## src/rtl/core/assert_macros.svh

```systemverilog
// ----------------------------------------------------------------------------
// Assertion macros
// Concurrent assertion helpers used by the converter top level.
// ----------------------------------------------------------------------------
`ifndef ASSERT_MACROS_SVH
`define ASSERT_MACROS_SVH

`ifndef ASSERT_OFF

`define ASSERT_IMPLIES(label, clk, rst_n, ante, cons) \
    label: assert property (@(posedge clk) disable iff (!(rst_n)) (ante) |-> (cons)) \
        else $error("implication check failed");

`define ASSERT_NEXT(label, clk, rst_n, ante, cons) \
    label: assert property (@(posedge clk) disable iff (!(rst_n)) (ante) |=> (cons)) \
        else $error("next-cycle check failed");

`else

`define ASSERT_IMPLIES(label, clk, rst_n, ante, cons)

`define ASSERT_NEXT(label, clk, rst_n, ante, cons)

`endif

`endif

```

## src/rtl/core/ucc_pkg.sv

```systemverilog
// ----------------------------------------------------------------------------
// ucc_pkg
// Types and constants of the UTF-16 / code point converter.
// ----------------------------------------------------------------------------
`default_nettype none

package ucc_pkg;

    localparam int SYM_W       = 21;
    localparam int UNIT_W      = 16;
    localparam int QUEUE_DEPTH = 2;
    localparam int QPTR_W      = (QUEUE_DEPTH > 1) ? $clog2(QUEUE_DEPTH) : 1;
    localparam int QCNT_W      = $clog2(QUEUE_DEPTH + 1);

    localparam logic [SYM_W-1:0] REPLACEMENT_CHAR = 21'h00FFFD;
    localparam logic [SYM_W-1:0] SUPP_BASE        = 21'h010000;
    localparam logic [SYM_W-1:0] MAX_CODE         = 21'h10FFFF;
    localparam logic [5:0]       HI_TAG           = 6'b110110;
    localparam logic [5:0]       LO_TAG           = 6'b110111;
    localparam logic [4:0]       SURR_TAG         = 5'b11011;

    localparam logic DIR_DECODE = 1'b0;
    localparam logic DIR_ENCODE = 1'b1;

    typedef struct packed {
        logic              two;
        logic [SYM_W-1:0]  first;
        logic [UNIT_W-1:0] second;
    } job_t;

    typedef struct packed {
        logic direction;
        logic pending;
    } front_stat_t;

    typedef struct packed {
        logic full;
        logic empty;
    } queue_stat_t;

endpackage

`default_nettype wire

```

## src/rtl/core/ucc_front.sv

```systemverilog
// ----------------------------------------------------------------------------
// ucc_front
// Accepts requests, tracks surrogate state and builds at most one job per request.
// ----------------------------------------------------------------------------
`default_nettype none

module ucc_front import ucc_pkg::*; (
    input  wire logic              aclk,
    input  wire logic              aresetn,
    input  wire logic              cfg_we,
    input  wire logic              cfg_wdata,
    input  wire logic              s_valid,
    output logic                   s_ready,
    input  wire logic [SYM_W-1:0]  s_symbol,
    input  wire logic              q_full,
    output logic                   push,
    output job_t                   push_job,
    output front_stat_t            stat
);

    logic        direction_reg;
    logic        pending_reg, pending_next;
    logic [9:0]  held_reg, held_next;
    logic        accept;
    logic        has_result;
    logic [UNIT_W-1:0] unit;
    logic        is_hi, is_lo;
    logic [SYM_W-1:0] sym_fixed;
    logic [SYM_W-1:0] diff;
    logic [SYM_W-1:0] combined;

    assign s_ready = !q_full;
    assign accept  = s_valid && s_ready;
    assign push    = accept && has_result;

    assign unit     = s_symbol[UNIT_W-1:0];
    assign is_hi    = (unit[15:10] == HI_TAG);
    assign is_lo    = (unit[15:10] == LO_TAG);
    assign combined = SUPP_BASE + {1'b0, held_reg, unit[9:0]};

    assign sym_fixed = ((s_symbol > MAX_CODE) ||
                        (s_symbol[SYM_W-1:11] == {5'b0, SURR_TAG})) ?
                       REPLACEMENT_CHAR : s_symbol;
    assign diff      = sym_fixed - SUPP_BASE;

    always_comb begin
        has_result   = 1'b0;
        push_job     = '0;
        pending_next = pending_reg;
        held_next    = held_reg;
        if (direction_reg == DIR_DECODE) begin
            if (pending_reg) begin
                pending_next = 1'b0;
                held_next    = '0;
                has_result   = 1'b1;
                if (is_lo) begin
                    push_job.first = combined;
                end else if (is_hi) begin
                    push_job.first = REPLACEMENT_CHAR;
                    pending_next   = 1'b1;
                    held_next      = unit[9:0];
                end else begin
                    push_job.two    = 1'b1;
                    push_job.first  = REPLACEMENT_CHAR;
                    push_job.second = unit;
                end
            end else if (is_hi) begin
                pending_next = 1'b1;
                held_next    = unit[9:0];
            end else begin
                has_result     = 1'b1;
                push_job.first = is_lo ? REPLACEMENT_CHAR : {5'b0, unit};
            end
        end else begin
            has_result = 1'b1;
            if (sym_fixed >= SUPP_BASE) begin
                push_job.two    = 1'b1;
                push_job.first  = {5'b0, HI_TAG, diff[19:10]};
                push_job.second = {LO_TAG, diff[9:0]};
            end else begin
                push_job.first = sym_fixed;
            end
        end
    end

    always_ff @(posedge aclk) begin
        if (!aresetn) begin
            direction_reg <= DIR_DECODE;
            pending_reg   <= 1'b0;
            held_reg      <= '0;
        end else if (cfg_we) begin
            direction_reg <= cfg_wdata;
            pending_reg   <= 1'b0;
            held_reg      <= '0;
        end else if (accept) begin
            pending_reg <= pending_next;
            held_reg    <= held_next;
        end
    end

    assign stat.direction = direction_reg;
    assign stat.pending   = pending_reg;

endmodule

`default_nettype wire

```

## src/rtl/core/ucc_queue.sv

```systemverilog
// ----------------------------------------------------------------------------
// ucc_queue
// Short job FIFO between the front end and the emitter.
// ----------------------------------------------------------------------------
`default_nettype none

module ucc_queue import ucc_pkg::*; (
    input  wire logic  aclk,
    input  wire logic  aresetn,
    input  wire logic  push,
    input  wire job_t  push_job,
    input  wire logic  pop,
    output job_t       head,
    output queue_stat_t stat
);

    job_t              entries_reg [QUEUE_DEPTH];
    logic [QPTR_W-1:0] wr_ptr_reg, wr_ptr_next;
    logic [QPTR_W-1:0] rd_ptr_reg, rd_ptr_next;
    logic [QCNT_W-1:0] count_reg, count_next;

    localparam logic [QPTR_W-1:0] LAST_PTR = QPTR_W'(QUEUE_DEPTH - 1);

    assign head       = entries_reg[rd_ptr_reg];
    assign stat.full  = (count_reg == QCNT_W'(QUEUE_DEPTH));
    assign stat.empty = (count_reg == '0);

    always_comb begin
        wr_ptr_next = wr_ptr_reg;
        rd_ptr_next = rd_ptr_reg;
        count_next  = count_reg;
        if (push) begin
            wr_ptr_next = (wr_ptr_reg == LAST_PTR) ? '0 : wr_ptr_reg + 1'b1;
        end
        if (pop) begin
            rd_ptr_next = (rd_ptr_reg == LAST_PTR) ? '0 : rd_ptr_reg + 1'b1;
        end
        if (push && !pop) begin
            count_next = count_reg + 1'b1;
        end else if (pop && !push) begin
            count_next = count_reg - 1'b1;
        end
    end

    always_ff @(posedge aclk) begin
        if (!aresetn) begin
            wr_ptr_reg <= '0;
            rd_ptr_reg <= '0;
            count_reg  <= '0;
        end else begin
            wr_ptr_reg <= wr_ptr_next;
            rd_ptr_reg <= rd_ptr_next;
            count_reg  <= count_next;
        end
    end

    always_ff @(posedge aclk) begin
        if (push) begin
            entries_reg[wr_ptr_reg] <= push_job;
        end
    end

endmodule

`default_nettype wire

```

## src/rtl/core/ucc_back.sv

```systemverilog
// ----------------------------------------------------------------------------
// ucc_back
// Emits one or two results per job through a single output register.
// ----------------------------------------------------------------------------
`default_nettype none

module ucc_back import ucc_pkg::*; (
    input  wire logic              aclk,
    input  wire logic              aresetn,
    input  wire job_t              head,
    input  wire logic              q_empty,
    output logic                   pop,
    output logic                   phase,
    output logic                   m_valid,
    input  wire logic              m_ready,
    output logic [SYM_W-1:0]       m_value,
    output logic                   m_last
);

    logic             valid_reg, valid_next;
    logic             phase_reg, phase_next;
    logic [SYM_W-1:0] value_reg, value_next;
    logic             last_reg, last_next;
    logic             out_free;

    assign out_free = !valid_reg || m_ready;

    always_comb begin
        valid_next = valid_reg;
        phase_next = phase_reg;
        value_next = value_reg;
        last_next  = last_reg;
        pop        = 1'b0;
        if (out_free) begin
            if (phase_reg) begin
                valid_next = 1'b1;
                value_next = {5'b0, head.second};
                last_next  = 1'b1;
                phase_next = 1'b0;
                pop        = 1'b1;
            end else if (!q_empty) begin
                valid_next = 1'b1;
                value_next = head.first;
                last_next  = !head.two;
                phase_next = head.two;
                pop        = !head.two;
            end else begin
                valid_next = 1'b0;
            end
        end
    end

    always_ff @(posedge aclk) begin
        if (!aresetn) begin
            valid_reg <= 1'b0;
            phase_reg <= 1'b0;
        end else begin
            valid_reg <= valid_next;
            phase_reg <= phase_next;
        end
    end

    always_ff @(posedge aclk) begin
        value_reg <= value_next;
        last_reg  <= last_next;
    end

    assign m_valid = valid_reg;
    assign m_value = value_reg;
    assign m_last  = last_reg;
    assign phase   = phase_reg;

endmodule

`default_nettype wire

```

## src/rtl/core/utf16_codepoint_converter.sv

```systemverilog
// ----------------------------------------------------------------------------
// utf16_codepoint_converter
// UTF-16 unit / Unicode code point converter, direction set by cfg_wdata.
// ----------------------------------------------------------------------------
// Direction 0 decodes UTF-16 units (low 16 bits of s_symbol) to code points,
// direction 1 encodes code points to UTF-16 units; malformed input gives
// U+FFFD, and m_last marks the final result of a request. The emitter drives
// one result per cycle from its output register while m_ready is high; a job
// that yields two results leaves the queue only with its second result.
// A two-entry job queue sits between the front end and the emitter. Write the
// direction only while idle; a write drops any held high surrogate.
`default_nettype none

`include "assert_macros.svh"

module utf16_codepoint_converter import ucc_pkg::*; (
    input  wire logic             aclk,
    input  wire logic             aresetn,
    input  wire logic             cfg_we,
    input  wire logic             cfg_wdata,
    input  wire logic             s_valid,
    output logic                  s_ready,
    input  wire logic [SYM_W-1:0] s_symbol,
    output logic                  m_valid,
    input  wire logic             m_ready,
    output logic [SYM_W-1:0]      m_value,
    output logic                  m_last
);

    logic        push;
    logic        pop;
    logic        phase;
    job_t        push_job;
    job_t        head;
    front_stat_t fstat;
    queue_stat_t qstat;

    ucc_front u_front (
        .aclk      (aclk),
        .aresetn   (aresetn),
        .cfg_we    (cfg_we),
        .cfg_wdata (cfg_wdata),
        .s_valid   (s_valid),
        .s_ready   (s_ready),
        .s_symbol  (s_symbol),
        .q_full    (qstat.full),
        .push      (push),
        .push_job  (push_job),
        .stat      (fstat)
    );

    ucc_queue u_queue (
        .aclk     (aclk),
        .aresetn  (aresetn),
        .push     (push),
        .push_job (push_job),
        .pop      (pop),
        .head     (head),
        .stat     (qstat)
    );

    ucc_back u_back (
        .aclk    (aclk),
        .aresetn (aresetn),
        .head    (head),
        .q_empty (qstat.empty),
        .pop     (pop),
        .phase   (phase),
        .m_valid (m_valid),
        .m_ready (m_ready),
        .m_value (m_value),
        .m_last  (m_last)
    );

    `ASSERT_IMPLIES(a_pend_decode, aclk, aresetn, fstat.pending, fstat.direction == DIR_DECODE)
    `ASSERT_IMPLIES(a_phase_job, aclk, aresetn, phase, !qstat.empty)
    `ASSERT_IMPLIES(a_push_room, aclk, aresetn, push, !qstat.full)
    `ASSERT_NEXT(a_pop_emits, aclk, aresetn, pop, m_valid && m_last)

endmodule

`default_nettype wire

```

## config.mk

```make
export PLATFORM = sky130hd
export DESIGN_NAME = utf16_codepoint_converter
export DESIGN_NICKNAME = d
export VERILOG_FILES = /design/src/rtl/core/ucc_pkg.sv /design/src/rtl/core/ucc_front.sv /design/src/rtl/core/ucc_queue.sv /design/src/rtl/core/ucc_back.sv /design/src/rtl/core/utf16_codepoint_converter.sv
export VERILOG_INCLUDE_DIRS = /design/src /design/src/rtl/core
export SDC_FILE = /design/constraint.sdc
export NUM_CORES = 1
export LEC_CHECK = 0
export BUFFER_PORTS_ARGS = -buffer_cell sky130_fd_sc_hd__buf_4
export CORE_UTILIZATION = 30
export DETAILED_ROUTE_END_ITERATION = 7
export PLACE_DENSITY = 0.54
export SLEW_MARGIN = 0
export SYNTH_ARGS = -nofsm -noshare
export SYNTH_HDL_FRONTEND = slang
export SYNTH_SLANG_ARGS = --single-unit
```

## constraint.sdc

```tcl
create_clock -name aclk -period 5.2 [get_ports aclk]
set_input_delay 1.3 -clock aclk [delete_from_list [all_inputs] [get_ports aclk]]
set_output_delay 1.3 -clock aclk [all_outputs]
set_load 0.03 [all_outputs]
```

==> flow_summary.toml <==
[routing]
routed_wl_mm = 11.5
viasPerCell = 4.92
antenna_left = 0
drcViolationCount = 0
routedWlPerCell_um = 17.7
dr.pass1.iters = 5
via_count = 3187
drt_iter0_drc = 269

[finish]
layout-drive-gt1-share = 0.264
fill_cells = 1565
post-route-util = 0.379
fin_cells = 648
multi_input_area_sq_mm = 0.00166
regArea_sq_mm = 0.00332
area_growth_pct = 23.8
largest_register_ffs = 76
fin_nets = 446
diodes = 0

[power]
p_leak_uw = 0.00219
power_density_mw_per_mm2 = 507
p_total_uw = 3170
ir_worst_vdd_uv = 222

[min_path]
hp-class = "flop to flop"

[synth]
synth_area_sq_mm = 0.00506
yosysSeqAreaShare = 0.657
synth_top_area_frac = 0.581
synth_edf_count = 98
ys.flop_type = "edfxtp_1"
synth_cell_types = 49
ys_ff_latch = 117
synth_cells = 356
synth_top_cell_by_area = "edfxtp_1"
synthArstFlopShare = 0
yosysWarnings = 0
avgSynthCellArea_sq_um = 14.2
synth_fp_nets = 387
synthTopCellsByArea = "edfxtp_1 58%, dfxtp_1 7.5%, mux4_2 7.1%, nor2b_1 2.6%, nor2_1 2.4%"

[floorplanning]
initial_core_util = 0.306
coreArea_sq_mm = 0.0165
die_x_um = 132
die_area_sq_mm = 0.0174
die_height_um = 132
num_rows = 47
io_pins = 51

[sta]
post-route-period-util = 0.654
finalHoldViolCount = 0
fin_crit_ps = 3400
worst_slew_pin_slew_ps = 1200
clock.fmax_mhz = 294
drv_slew = 0
skew_ps = 10.4
rsz0062_at_grt = "no"
setup_viol_count_final = 0
max_slew_margin = 0.197
setup_tns_ps = 0
holdWs_ps = 511

[critical_path]
end_kind = "flop"
worst_ep_required_time_ps = 5300
slowest_delay_ps = 910
cp-start-kind = "input pin"
crit_path_cell_trace = "buf_4 > nor4_4 > xor2_2 > nor2_1 > a311oi_2 > nor2b_1"
critPathSlowestCell = "a311oi_2"
path_max_fanout = 11
path_class = "input pin to flop"
worstPathArrival_ps = 3500

[placed_design]
place_hpwl_mm = 7.73
io_buffer_count = 50
dp_cells = 616
gp_congestion = 0.847

[clocking]
tritoncts = "done"
numCtsBuffers = 17
cts_hold_buffers = 0
root_buffer = "clkbuf_16"
clk_path_buf_depth = 2
clkTransAtPathRegs_ps = 50
clkLatencyLatePin_ps = 410
cts_setup_buffers = 0
cts_resized = 0
h-tree-depth = 4
cts_sinks = 117

[global_routing]
overflow = 0
grt_usage = 0.143
grt_pass1_wl_mm = 18.4
grt_max_degree = 40
grt_pass1_vias = 3283
antenna_found_initial = 0

[outcome]
status = "completed"

[run]
max_cap_violations = 0
## power breakdown
group          leakage [uW]  switching [uW]  total, uW  internal, uW
logic              0.000819             478        769           292
clock network      0.000283             386       1070           684
registers           0.00109            66.5       1330          1270
total               0.00219             931       3170          2240
## critical path: cells and delay by family
kind / cells / cell delay (ps)
AOI/OAI and AO/OA: 1 / 910
and+or+nand+nor: 3 / 730
buffers and inverters: 1 / 120
xor gates and xnor gates: 1 / 440
## final cells by class
cell class	count	area share
Clock buffer	25	0.0825
Tap cell	220	0.0439
Multi-Input combinational cell	217	0.265
Timing Repair Buffer	55	0.0679
Clock inverter	7	0.00659
Inverter	7	0.00419
Sequential cell	117	0.530
## per-layer routing
layer  vias to the layer above  share of wire  wire length, um  track usage
met5                         -              0                0            0
met4                         0          0.017              197       0.0543
met3                        15          0.065              749       0.0469
met1                      1562           0.45             5120        0.184
met2                       117           0.47             5420        0.224
li1                       1493              -                -            -
## cell usage in the layout, fill, tap and decap left out, types with 4 or more instances in the layout
master,n
nand2_1,12
ha_1,4
a22oi_1,10
and2_1,6
nor2_1,31
mux4_2,16
dfxtp_1,19
clkinv_2,4
buf_4,54
o21ai_0,22
a21o_1,8
nor2b_1,20
a21oi_1,13
edfxtp_1,98
mux2i_1,7
nand2b_1,5
nand3_1,5
inv_1,7
nor4_1,4
clkbuf_16,18
nor3_1,6
xnor2_1,5
clkbuf_8,4
o31ai_1,4
## logic make-up after synthesis
family | after synthesis | synth area share
xor gates and xnor gates | 8 | 0.0153
DFF | 117 | 0.657
muxes | 26 | 0.0917
AOI/OAI and AO/OA | 76 | 0.100
and+or+nand+nor | 103 | 0.109
adders and majority gates | 4 | 0.00989
buffers and inverters | 22 | 0.0176
## stage by stage
stage	instance area [sq um]	setup slack (ps)
final	6270	1800
after global routing	6270	1650
after detailed placement	5710	1370
after CTS	6270	1810
after global placement	5710	1450
after floorplan	5060	1110
## path summary, 6_finish.rpt
| path | start | end | slack (ps) | depth (start not counted) |
|---|---|---|---|---|
| worst max-delay path | s_symbol[19] | u_queue.entries_reg[0][4] | 1800 | 6 |
| worst min-delay path | u_front.held_reg[3] | u_front.held_reg[3] | 510 | 2 |
| worst max register to register | u_front.direction_reg | u_queue.entries_reg[0][16] | 2180 | 3 |
| worst min register to register | u_front.held_reg[3] | u_front.held_reg[3] | 510 | 2 |
## Yosys cell counts, types with 3 or more instances
library cell,n
nand2_1,12
dfxtp_1,19
a21o_1,8
inv_1,7
o21ai_0,22
xnor2_1,5
nor2_1,32
nand2b_1,5
nor4_1,4
a22oi_1,10
o31ai_1,4
nand3_1,5
mux2i_1,7
nor3_1,6
edfxtp_1,98
or3_1,3
and2_1,6
clkbuf_1,11
mux2_2,3
mux4_2,16
a21oi_1,13
ha_1,4
nor2b_1,21
or2_2,3
Power figures use the tool's default switching activity.
